### src/rtl/ple_pkg.sv
package ple_pkg;

  localparam int DEF_CAPACITY    = 64;
  localparam int DEF_VALUE_WIDTH = 32;

  // stream word widths
  localparam int IN_DATA_W  = 48;
  localparam int OUT_DATA_W = 48;

  typedef enum logic [3:0] {
    M_INSERT  = 4'd0,
    M_DEL_POS = 4'd1,
    M_DEL_VAL = 4'd2,
    M_SEARCH  = 4'd3,
    M_MIDDLE  = 4'd4,
    M_NTH_END = 4'd5,
    M_REVERSE = 4'd6,
    M_SORT    = 4'd7,
    M_DEDUP   = 4'd8
  } mode_t;

  typedef enum logic [2:0] {
    C_HOLD,
    C_INSERT,
    C_DELETE,
    C_PREP,
    C_ROTATE,
    C_SWAP
  } cell_op_t;

  typedef enum logic [1:0] {
    SK_VALUE,
    SK_TAG,
    SK_FLAG
  } sort_kind_t;

  typedef struct packed {
    cell_op_t   op;
    sort_kind_t kind;
    logic       parity;
  } cell_cmd_t;

  typedef enum logic [2:0] {
    ST_IDLE,
    ST_SCAN,
    ST_DEL,
    ST_SORT,
    ST_DONE
  } state_t;

endpackage

### src/rtl/ple_cell.sv
module ple_cell #(
  parameter int VW  = 32,
  parameter int IDX = 0,
  parameter int IW  = 6,
  parameter int CW  = 7
) (
  input  logic              clk,
  input  ple_pkg::cell_cmd_t cmd,
  input  logic [IW-1:0]     pos,
  input  logic [VW-1:0]     val,
  input  logic [CW-1:0]     count,
  input  logic [VW-1:0]     left_v,
  input  logic [IW-1:0]     left_t,
  input  logic              left_f,
  input  logic [VW-1:0]     right_v,
  input  logic [IW-1:0]     right_t,
  input  logic              right_f,
  output logic [VW-1:0]     v,
  output logic [IW-1:0]     t,
  output logic              f
);
  import ple_pkg::*;

  localparam logic [IW-1:0] MY_IDX  = IW'(IDX);
  localparam logic [CW-1:0] MY_CNT  = CW'(IDX);
  localparam logic [CW-1:0] NXT_CNT = CW'(IDX + 1);
  localparam bit            HAS_LEFT = (IDX >= 1);

  logic [VW-1:0] v_next;
  logic [IW-1:0] t_next;
  logic          f_next;
  logic          is_left;
  logic          active;
  logic          swap;

  // compare-exchange with the partner of this round
  always_comb begin
    is_left = (MY_IDX[0] == cmd.parity);
    if (is_left) begin
      active = (NXT_CNT < count);
      case (cmd.kind)
        SK_VALUE: swap = ($signed(v) > $signed(right_v));
        SK_TAG:   swap = (t < right_t);
        SK_FLAG:  swap = f && !right_f;
        default:  swap = 1'b0;
      endcase
    end else begin
      active = HAS_LEFT && (MY_CNT < count);
      case (cmd.kind)
        SK_VALUE: swap = ($signed(left_v) > $signed(v));
        SK_TAG:   swap = (left_t < t);
        SK_FLAG:  swap = left_f && !f;
        default:  swap = 1'b0;
      endcase
    end
  end

  // next contents of the cell
  always_comb begin
    v_next = v;
    t_next = t;
    f_next = f;
    case (cmd.op)
      C_INSERT: begin
        if (MY_IDX == pos) v_next = val;
        else if (MY_IDX > pos) v_next = left_v;
      end
      C_DELETE: begin
        if (MY_IDX >= pos) v_next = right_v;
      end
      C_PREP: begin
        t_next = MY_IDX;
        f_next = HAS_LEFT && (MY_CNT < count) && (v == left_v);
      end
      C_ROTATE: begin
        v_next = right_v;
        t_next = right_t;
        f_next = right_f;
      end
      C_SWAP: begin
        if (active && swap) begin
          if (is_left) begin
            v_next = right_v;
            t_next = right_t;
            f_next = right_f;
          end else begin
            v_next = left_v;
            t_next = left_t;
            f_next = left_f;
          end
        end
      end
      default: ;
    endcase
  end

  always_ff @(posedge clk) begin
    v <= v_next;
    t <= t_next;
    f <= f_next;
  end

endmodule

### config.mk
export PLATFORM = sky130hd
export DESIGN_NAME = ple_cell
export DESIGN_NICKNAME = d
export VERILOG_FILES = /design/src/rtl/ple_pkg.sv /design/src/rtl/ple_cell.sv
export SDC_FILE = /design/constraint.sdc
export NUM_CORES = 1
export LEC_CHECK = 0
export BUFFER_PORTS_ARGS = -buffer_cell sky130_fd_sc_hd__buf_2
export CAP_MARGIN = 10
export CORE_MARGIN = 2
export CORE_UTILIZATION = 41
export CTS_CLUSTER_SIZE = 40
export DETAILED_ROUTE_END_ITERATION = 7
export GPL_TIMING_DRIVEN = 0
export MAX_ROUTING_LAYER = met4
export PLACE_DENSITY = 0.84
export SLEW_MARGIN = 10
export SYNTH_ARGS = -nofsm -noshare
export SYNTH_HDL_FRONTEND = slang
export SYNTH_SLANG_ARGS = --single-unit
### constraint.sdc
create_clock -name clk -period 5.3 [get_ports clk]
set_clock_uncertainty 0.2 [all_clocks]
set_input_delay 1.06 -clock clk [delete_from_list [all_inputs] [get_ports clk]]
set_output_delay 1.06 -clock clk [all_outputs]
set_load 0.02 [all_outputs]
Word level (Yosys, flattened, before mapping). Cells that the tools add are included. W data, S select, Z words.

Logic and storage cells: 47. Output and inout bits: 39. Register bits after elaboration: 39. Input bits: 130.

Reductions and logical operators: 11. Order comparisons: 7. Equality and inequality tests: 10. Muxes and demuxes: 16.

Operators with widths (count): $mux W32 (5); $pmux W32 S4 (1); $gt A32 B32 Y1 (2); $pmux W6 S3 (1); $lt A6 B6 Y1 (2); $mux W6 (2); $pmux W1 S3 (3); $lt A1 B7 Y1 const A (1); $eq A3 B2 Y1 const B (2); $eq A3 B3 Y1 const B (2); $ge A1 B6 Y1 const A (1); $gt A1 B6 Y1 const A (1); $logic_not A6 Y1 (1); $mux W1 (4); $ne A2 B2 Y1 const B (2); $reduce_and A4 Y1 (1); $reduce_bool A4 Y1 (1); $eq A3 B1 Y1 const B (1); $logic_and A1 B1 Y1 (3); $ne A3 B3 Y1 const B (1); $reduce_bool A3 Y1 (1); $eq A2 B1 Y1 const B (1); $eq A2 B2 Y1 const B (1); $logic_not A1 Y1 (2); other kinds (2) (2).

Logic depth before layout (Yosys ltp). Gate-level depths: netlist of run 1.

Depth after elaboration: 7. Depth in mapped cells: 9.

Worst setup path before layout of run 1. No wires, ideal clock.

Path type: input port to flip-flop. Start: input port right_v[1]. End: register v[0], enable pin. Stages: 9. Slack: 0.848 ns. Arrival time: 3.822 ns. Path buffers: 0. Path through: inv_1 > ha_1 > nor2b_1 > o211ai_1 > a2111o_1 > o211ai_1 > a21oi_1 > xnor2_1 > o211ai_1.

Longest elaborated chain between the ends: 6.

Ends and longest elaborated chain: start, declared (line ple_cell.sv:15) `input logic [VW-1:0] right_v,`; $gt A32 B32 Y1 (line ple_cell.sv:42) `SK_VALUE: swap = ($signed(v) > $signed(right_v));`; $pmux W1 S3 (line ple_cell.sv:41) `case (cmd.kind)`; $mux W1 (line ple_cell.sv:39) `if (is_left) begin`; $logic_and A1 B1 Y1 (line ple_cell.sv:81) `if (active && swap) begin`; $ne A2 B2 Y1 (no line); $reduce_and A4 Y1 (no line); end signal, assigned (line ple_cell.sv:98) `v <= v_next;`; end, declared (line ple_cell.sv:18) `output logic [VW-1:0] v,`.

No other way between the ends. A chain may end at the register's enable or synchronous reset.

Final worst setup path of run 1.
Start: input port right_v[31]. End: register v[18], enable pin.

The elaborated chain is that of the path after synthesis.

==> metrics.txt, run 1 <==
# TYPE chip_impl_metric gauge
chip_impl_metric{name="cp_data_arrival_time",unit="ns"} 3.63
chip_impl_metric{name="yosys_warnings",unit=""} 0
chip_impl_metric{name="routed-via-count",unit=""} 3028
chip_impl_metric{name="cellInternalPower",unit="mW"} 0.564
chip_impl_metric{name="route.detailed.drc",unit=""} 4
chip_impl_metric{name="p_seq_share",unit="%"} 46.1
chip_impl_metric{name="route.final.wire_length",unit="um"} 8660
chip_impl_metric{name="r2r_cells",unit=""} 8
chip_impl_metric{name="cts-htree-levels",unit=""} 2
chip_impl_metric{name="synth-async-reset-ratio",unit="%"} 0
chip_impl_info{name="worstPathCellList",value="buf_2, inv_1, ha_1, nand4_1, nor4_1, a21oi_1, xnor2_1, o211ai_1, buf_4, buf_4"} 1
chip_impl_info{name="timing.hold.worst.class",value="primary input to flip-flop"} 1
chip_impl_metric{name="post_route_cells_drive_above_1_share",unit="%"} 39.6
chip_impl_metric{name="worst_skew_pair.late_latency",unit="ns"} 0.29
chip_impl_metric{name="fin_hold_ws",unit="ns"} 0.858
chip_impl_metric{name="finalCriticalPeriod",unit="ns"} 3.84
chip_impl_metric{name="ys_seq_elements",unit=""} 39
chip_impl_metric{name="finish.instance_area",unit="mm2"} 0.00397
chip_impl_metric{name="area.growth.synth_to_final",unit="%"} 36.6
chip_impl_metric{name="grt_pass1_wl",unit="um"} 13000
chip_impl_metric{name="synth.lib_cells_used.distinct",unit=""} 31
chip_impl_metric{name="gr-total-overflow",unit=""} 0
chip_impl_info{name="worstHoldStart",value="val[2]"} 1
chip_impl_info{name="cp_top_family",value="simple AND/OR/NAND/NOR gates"} 1
chip_impl_metric{name="path_buf_inv",unit=""} 4
chip_impl_metric{name="grt_max_degree",unit=""} 13
chip_impl_info{name="clockRootBuffer",value="clkbuf_8"} 1
chip_impl_metric{name="drt_pre_antenna_iters",unit=""} 8
chip_impl_metric{name="clock_sink_count",unit=""} 39
chip_impl_info{name="worstSetupStartpoint",value="right_v[31]"} 1
chip_impl_metric{name="number_of_cells_on_the_worst_hold_path",unit=""} 3
chip_impl_metric{name="holdBufCountCts",unit=""} 0
chip_impl_metric{name="clock_pin_slew_on_the_worst_setup_and_hold_paths",unit="ns"} 0.08
chip_impl_metric{name="final_nets",unit=""} 643
chip_impl_metric{name="cts_bufs_inserted",unit=""} 5
chip_impl_metric{name="final_min_period_over_clock_period",unit="%"} 72.5
chip_impl_info{name="worst_setup_path_end_kind",value="flip-flop"} 1
chip_impl_metric{name="timing.critical_path.slowest_cell_delay",unit="ns"} 0.55
chip_impl_info{name="reg2reg_to",value="v[18]"} 1
chip_impl_metric{name="comb_power_share",unit="%"} 29.8
chip_impl_metric{name="clock_tree.buffer_depth",unit=""} 2
chip_impl_info{name="netlist_top_cells_area",value="edfxtp_1, ha_1, a222oi_1"} 1
chip_impl_info{name="min_delay_endpoint",value="v[2]"} 1
chip_impl_metric{name="die_height",unit="um"} 88.2
chip_impl_metric{name="share_clk_of_total_power",unit="%"} 24.1
chip_impl_metric{name="worst-endpoint-required",unit="ns"} 5.09
chip_impl_metric{name="timing_worst_slew_pin_value",unit="ns"} 0.684
chip_impl_metric{name="p_per_area",unit="mW/mm2"} 205
chip_impl_info{name="cts_tree",value="built"} 1
chip_impl_metric{name="gp_congestion",unit=""} 0.803
chip_impl_info{name="yosys.area.top_type",value="edfxtp_1"} 1
chip_impl_metric{name="switching_power",unit="mW"} 0.250
chip_impl_metric{name="grt_use_total",unit="%"} 22.4
chip_impl_metric{name="cts.repair.resized",unit=""} 0
chip_impl_metric{name="syn-num-nets",unit=""} 466
chip_impl_metric{name="chipWidth",unit="um"} 88.2
chip_impl_info{name="post-synth-top-count-cell",value="inv_1"} 1
chip_impl_metric{name="vias_per_cell",unit=""} 5.28
chip_impl_info{name="cp_launch_type",value="primary input"} 1
chip_impl_metric{name="grt_pass1_vias",unit=""} 2832
chip_impl_info{name="status",value="finished with violations"} 1
chip_impl_metric{name="switching_share",unit="%"} 30.7
chip_impl_metric{name="netlist_area",unit="mm2"} 0.00291
chip_impl_info{name="rr_startpoint",value="v[31]"} 1
chip_impl_metric{name="synthesis.instances",unit=""} 299
chip_impl_metric{name="hpwlAfterDp",unit="um"} 7140
chip_impl_metric{name="final_report_setup_violation_count",unit=""} 0
chip_impl_info{name="worst_path_max_delay_cell",value="o211ai_1"} 1
chip_impl_metric{name="antenna_found_initial",unit=""} 0
chip_impl_metric{name="initial_utilization",unit="%"} 42.5
chip_impl_metric{name="timing_hold_violations_final",unit=""} 0
chip_impl_metric{name="fp.dieArea",unit="mm2"} 0.00778
chip_impl_info{name="violations",value="DRC"} 1
chip_impl_metric{name="power_leakage",unit="nW"} 2.07
chip_impl_metric{name="syn_area_per_cell",unit="um2"} 9.72
chip_impl_metric{name="slew_violations",unit=""} 0
chip_impl_metric{name="synth-seq-area-share",unit="%"} 40.3
chip_impl_info{name="post_synth_most_frequent_cells",value="inv_1, edfxtp_1, ha_1"} 1
chip_impl_info{name="critPathKind",value="primary input to flip-flop"} 1
chip_impl_metric{name="vdd_ir_drop_max",unit="mV"} 0.104
chip_impl_metric{name="io_buffer_count",unit=""} 166
chip_impl_metric{name="max_slew_margin",unit="%"} 54.2
chip_impl_metric{name="antenna_cells",unit=""} 0
chip_impl_metric{name="place_area",unit="mm2"} 0.00389
chip_impl_metric{name="io_pins",unit=""} 169
chip_impl_info{name="grt_setup_unrepaired",value="false"} 1
chip_impl_metric{name="max_cap_violations",unit=""} 0
chip_impl_metric{name="rrSetupSlack",unit="ns"} 1.95
chip_impl_metric{name="synth_edf_count",unit=""} 39
chip_impl_metric{name="first_iter_violations",unit=""} 308
chip_impl_metric{name="max_freq",unit="MHz"} 260
chip_impl_metric{name="synthDominantCellAreaShare",unit="%"} 40.3
chip_impl_metric{name="average_wire_per_standard_cell",unit="um"} 15.1
chip_impl_info{name="synth_flop_cell",value="edfxtp_1"} 1
chip_impl_metric{name="post_cts.repair.setup_buffers",unit=""} 0
chip_impl_info{name="critical-path-top-cell-by-count",value="buf_4"} 1
chip_impl_metric{name="floorplan.core_area",unit="mm2"} 0.00683
chip_impl_metric{name="std_cell_rows",unit=""} 30
chip_impl_metric{name="count_of_nets_left_with_antenna_violations_after_detail_routing",unit=""} 0
chip_impl_metric{name="worst-path-max-fanout",unit=""} 9
==> flip-flops by register name (all words and copies together), names as in the netlist <==
name  flops
t         6
v        32
f         1
==> power by group through the flow <==
stage / Combinational, mW / Clock [mW] / Sequential [mW]
floorplan: 0.114 / 0 / 0.404
global placement: 0.230 / 0 / 0.382
detailed placement: 0.242 / 0 / 0.382
CTS: 0.243 / 0.205 / 0.375
global route: 0.269 / 0.218 / 0.377
finish: 0.243 / 0.196 / 0.375
==> per-stage QoR <==
stage               util [%]  power, mW  setup WS (ns)  instances  setup TNS, ns
floorplan                  -      0.518          0.848        299              0
global placement        56.4      0.612         -0.315        561         -10.03
detailed placement      56.9      0.624           1.20        565              0
CTS                     58.1      0.823           1.48        573              0
global route            58.1      0.864           1.30        573              0
finish                  58.1      0.814           1.46        573              0
==> layout by cell type, fill, tap and decap left out, types with 6 or more instances in the layout <==
master,n
a21oi_1,24
a222oi_1,32
buf_2,169
edfxtp_1,39
ha_1,37
inv_1,71
nand2_1,20
nand3_1,11
nand4_1,8
nor2_1,7
o21ai_0,6
==> worst register-to-register path, cell delays in order (launching register included) <==
cell and delay [ns]:
edfxtp_1 0.39, ha_1 0.36, nand4_1 0.20, nor4_1 0.51, a21oi_1 0.15, xnor2_1 0.20, o211ai_1 0.55, buf_4 0.28
buf_4 0.21
==> metal layers <==
metal | part of all wire, % | track usage [%] | vias to the layer above
met5 | 0 | - | -
met4 | 1.0 | 5.10 | 0
met3 | 7.8 | 3.86 | 10
met2 | 52 | 40.1 | 151
met1 | 39 | 26.3 | 1385
li1 | - | - | 1482
==> kinds of logic (layout without fill, tap and decap cells) <==
| kind of cell | Yosys count | in the layout | share of synthesized area, % |
|---|---|---|---|
| adder cells (fa/ha/maj) | 37 | 37 | 15.9 |
| buffers and inverters | 83 | 261 | 11.8 |
| AO/OA/AOI/OAI | 78 | 78 | 20.8 |
| XOR/XNOR | 1 | 1 | 0.302 |
| AND/OR/NAND/NOR | 61 | 61 | 10.9 |
| flip-flops | 39 | 39 | 40.3 |
==> worst max path at each step <==
| stage | endpoint | slack, ns | cells past startpoint |
|---|---|---|---|
| 2_1_floorplan | v[0] | 0.85 | 9 |
| 3_3_place_gp | v[31] | -0.31 | 8 |
| 3_5_place_dp | v[31] | 1.20 | 10 |
| 4_1_cts | v[21] | 1.48 | 10 |
| 5_1_grt | v[18] | 1.30 | 10 |
| 6_report | v[18] | 1.46 | 10 |
==> area by class of cell <==
| cell class | count | area [um2] |
|---|---|---|
| fillers | 644 | 2860 |
| well taps | 96 | 120 |
| flip-flops and latches | 39 | 1170 |
| clock inverters | 3 | 15.0 |
| clock buffers | 5 | 68.8 |
| inverters | 71 | 267 |
| multi-input cells | 177 | 1390 |
| repair buffers | 170 | 861 |
| plain buffers | 12 | 75.1 |
No activity file was read; power rests on OpenSTA's default activity.
==> run 2: changes to the inputs <==
==> constraint.sdc (replaced) <==
create_clock -name clk -period 3.56 [get_ports clk]
set_clock_uncertainty 0.2 [all_clocks]
set_input_delay 0.712 -clock clk [delete_from_list [all_inputs] [get_ports clk]]
set_output_delay 0.712 -clock clk [all_outputs]
set_load 0.02 [all_outputs]
==> metrics.txt, run 2 (same netlist as run 1, synthesis figures left out) <==
# TYPE chip_impl_metric gauge
chip_impl_metric{name="cellInternalPower",unit="mW"} 0.845
chip_impl_metric{name="finalCriticalPeriod",unit="ns"} 3.16
chip_impl_metric{name="grt_pass1_vias",unit=""} 3060
chip_impl_metric{name="cts_bufs_inserted",unit=""} 5
chip_impl_metric{name="final_min_period_over_clock_period",unit="%"} 88.7
chip_impl_metric{name="grt_max_degree",unit=""} 12
chip_impl_metric{name="max_slew_margin",unit="%"} 54.4
chip_impl_metric{name="timing.critical_path.slowest_cell_delay",unit="ns"} 0.38
chip_impl_metric{name="final_report_setup_violation_count",unit=""} 0
chip_impl_metric{name="rrSetupSlack",unit="ns"} 0.54
chip_impl_info{name="rr_startpoint",value="v[31]"} 1
chip_impl_metric{name="fp.dieArea",unit="mm2"} 0.00778
chip_impl_metric{name="cts-htree-levels",unit=""} 2
chip_impl_metric{name="route.final.wire_length",unit="um"} 9300
chip_impl_metric{name="final.fill_count",unit=""} 620
chip_impl_metric{name="final_nets",unit=""} 643
chip_impl_info{name="timing.hold.worst.class",value="primary input to flip-flop"} 1
chip_impl_metric{name="std_cell_rows",unit=""} 30
chip_impl_metric{name="drt_pre_antenna_iters",unit=""} 8
chip_impl_metric{name="power_leakage",unit="nW"} 2.07
chip_impl_metric{name="grt_pass1_wl",unit="um"} 13900
chip_impl_info{name="status",value="finished with violations"} 1
chip_impl_metric{name="io_pins",unit=""} 169
chip_impl_metric{name="slew_violations",unit=""} 0
chip_impl_metric{name="grt_use_total",unit="%"} 24.0
chip_impl_metric{name="routed-via-count",unit=""} 3083
chip_impl_info{name="min_delay_endpoint",value="v[3]"} 1
chip_impl_metric{name="average_wire_per_standard_cell",unit="um"} 16.2
chip_impl_info{name="cp_top_family",value="compound AO/OA/AOI/OAI gates"} 1
chip_impl_metric{name="finish.cell_count_without_fillers",unit=""} 573
chip_impl_metric{name="number_of_flip_flops_under_the_largest_register_name",unit=""} 32
chip_impl_info{name="critical-path-top-cell-by-count",value="o211ai_1"} 1
chip_impl_metric{name="clock_pin_slew_on_the_worst_setup_and_hold_paths",unit="ns"} 0.08
chip_impl_info{name="clockRootBuffer",value="clkbuf_8"} 1
chip_impl_info{name="regMostFlops",value="v"} 1
chip_impl_metric{name="initial_utilization",unit="%"} 42.5
chip_impl_metric{name="dp_cells",unit=""} 564
chip_impl_info{name="violations",value="DRC"} 1
chip_impl_metric{name="die_height",unit="um"} 88.2
chip_impl_metric{name="path_buf_inv",unit=""} 4
chip_impl_info{name="worst_setup_path_end_kind",value="flip-flop"} 1
chip_impl_metric{name="r2r_cells",unit=""} 8
chip_impl_metric{name="chipWidth",unit="um"} 88.2
chip_impl_metric{name="switching_power",unit="mW"} 0.382
chip_impl_metric{name="share_clk_of_total_power",unit="%"} 24.0
chip_impl_metric{name="number_of_cells_on_the_worst_hold_path",unit=""} 3
chip_impl_metric{name="comb_power_share",unit="%"} 30.5
chip_impl_info{name="grt_setup_unrepaired",value="false"} 1
chip_impl_info{name="largest_registers",value="v: 32 flops, t: 6 flops, f: 1 flops"} 1
chip_impl_metric{name="timing_worst_slew_pin_value",unit="ns"} 0.682
chip_impl_metric{name="antenna_cells",unit=""} 0
chip_impl_info{name="reg2reg_to",value="v[2]"} 1
chip_impl_metric{name="worst-endpoint-required",unit="ns"} 3.36
chip_impl_metric{name="vdd_ir_drop_max",unit="mV"} 0.190
chip_impl_metric{name="switching_share",unit="%"} 31.1
chip_impl_metric{name="count_of_nets_left_with_antenna_violations_after_detail_routing",unit=""} 0
chip_impl_info{name="worstPathCellList",value="buf_2, inv_12, ha_4, nor2b_1, o211ai_1, a2111o_1, o211ai_1, a21oi_1, xnor2_1, o211ai_1, buf_4, buf_4"} 1
chip_impl_metric{name="fin_setup_tns",unit="ns"} 0
chip_impl_metric{name="route.detailed.drc",unit=""} 3
chip_impl_metric{name="max_freq",unit="MHz"} 317
chip_impl_info{name="cts_tree",value="built"} 1
chip_impl_metric{name="hpwlAfterDp",unit="um"} 7470
chip_impl_metric{name="gp_congestion",unit=""} 0.805
chip_impl_metric{name="vias_per_cell",unit=""} 5.38
chip_impl_info{name="worst_path_max_delay_cell",value="a2111o_1"} 1
chip_impl_metric{name="timing_hold_violations_final",unit=""} 0
chip_impl_metric{name="gr-total-overflow",unit=""} 0
chip_impl_metric{name="first_iter_violations",unit=""} 268
chip_impl_metric{name="floorplan.core_area",unit="mm2"} 0.00683
chip_impl_info{name="most-common-layout-cells",value="buf_2, inv_1, edfxtp_1"} 1
chip_impl_metric{name="cp_data_arrival_time",unit="ns"} 2.96
chip_impl_metric{name="holdBufCountCts",unit=""} 0
chip_impl_metric{name="worst-path-max-fanout",unit=""} 9
chip_impl_metric{name="clock_sink_count",unit=""} 39
chip_impl_metric{name="post_route_cells_drive_above_1_share",unit="%"} 40.3
chip_impl_metric{name="antenna_found_initial",unit=""} 0
chip_impl_metric{name="finished_core_util",unit="%"} 59.0
chip_impl_metric{name="worst_skew_pair.late_latency",unit="ns"} 0.29
chip_impl_metric{name="p_per_area",unit="mW/mm2"} 305
chip_impl_metric{name="clock_tree.buffer_depth",unit=""} 2
chip_impl_info{name="cp_launch_type",value="primary input"} 1
chip_impl_metric{name="area.growth.synth_to_final",unit="%"} 38.7
chip_impl_info{name="critPathKind",value="primary input to flip-flop"} 1
chip_impl_metric{name="p_seq_share",unit="%"} 45.5
chip_impl_metric{name="io_buffer_count",unit=""} 166
chip_impl_info{name="worstHoldStart",value="val[3]"} 1
chip_impl_info{name="layout_commonest_cell",value="buf_2"} 1
chip_impl_metric{name="max_cap_violations",unit=""} 0
## run 2: cell types whose count changed in the layout (fill, tap and decap cells not counted)
cell | previous run | this run
ha_4 | 0 | 3
clkbuf_1 | 5 | 6
inv_12 | 0 | 1
ha_1 | 37 | 34
clkinv_1 | 0 | 2
inv_1 | 71 | 70
a221oi_2 | 0 | 2
clkinv_2 | 3 | 0
a221oi_1 | 3 | 1
## run 2: final cells by class
cell class                      count  area (um2)  area share [%]
Buffer                             12        75.1            1.86
Clock buffer                        6        72.6            1.80
Clock inverter                      2        7.51           0.186
Inverter                           71         279            6.93
Multi-Input combinational cell    177        1440            35.8
Sequential cell                    39        1170            29.1
Tap cell                           96         120            2.98
Timing Repair Buffer              170         861            21.4
## run 2: repair_timing
item,in CTS,in global routing
endpoints found under the hold margin,0,0
setup endpoints to repair,18,0
buffers inserted,1,0
gates resized for setup,0,0
## run 2: how the worst max path moves through the flow
stage	start	endpoint	slack (ns)	cells after the start
after floorplan	right_v[1]	v[0]	-0.50	9
after global placement	right_v[1]	v[26]	-1.74	10
after detailed placement	right_v[1]	v[23]	-0.39	12
after CTS	right_v[1]	v[2]	0.43	12
after global routing	right_v[5]	v[2]	0.28	12
final	right_v[1]	v[2]	0.40	12
## run 2: stage by stage
step                setup WS [ns]  hold slack [ns]  cell area (um2)  power, mW
floorplan                  -0.499            0.706             2970      0.779
global placement            -1.74            0.798             3920      0.922
detailed placement         -0.394            0.806             3940      0.941
CTS                         0.427            0.502             4030       1.24
global route                0.283            0.508             4030       1.30
finish                      0.401            0.512             4030       1.23
## run 2: power groups by stage
stage | combinational [mW] | sequential, mW | clock, mW
6_report | 0.375 | 0.559 | 0.294
5_1_grt | 0.413 | 0.562 | 0.324
4_1_cts | 0.375 | 0.559 | 0.303
3_5_place_dp | 0.372 | 0.569 | 0
3_3_place_gp | 0.353 | 0.569 | 0
2_1_floorplan | 0.177 | 0.601 | 0
## run 2: per-layer routing
layer  global-route usage [%]  up-vias  wire length [um]
met5                        -        -                 0
met4                     5.65        0                91
met3                     4.24       12               737
met2                     43.7      159              4930
met1                     27.2     1429              3540
li1                         -     1483                 -
## run 2: worst reg2reg max path, stage by stage, from the launching register on
cell and delay [ns]:
edfxtp_1 0.43, ha_4 0.32, nand4_1 0.17, nor4_1 0.53
a21oi_1 0.15, xnor2_1 0.20, o211ai_1 0.27, buf_4 0.24
buf_4 0.21
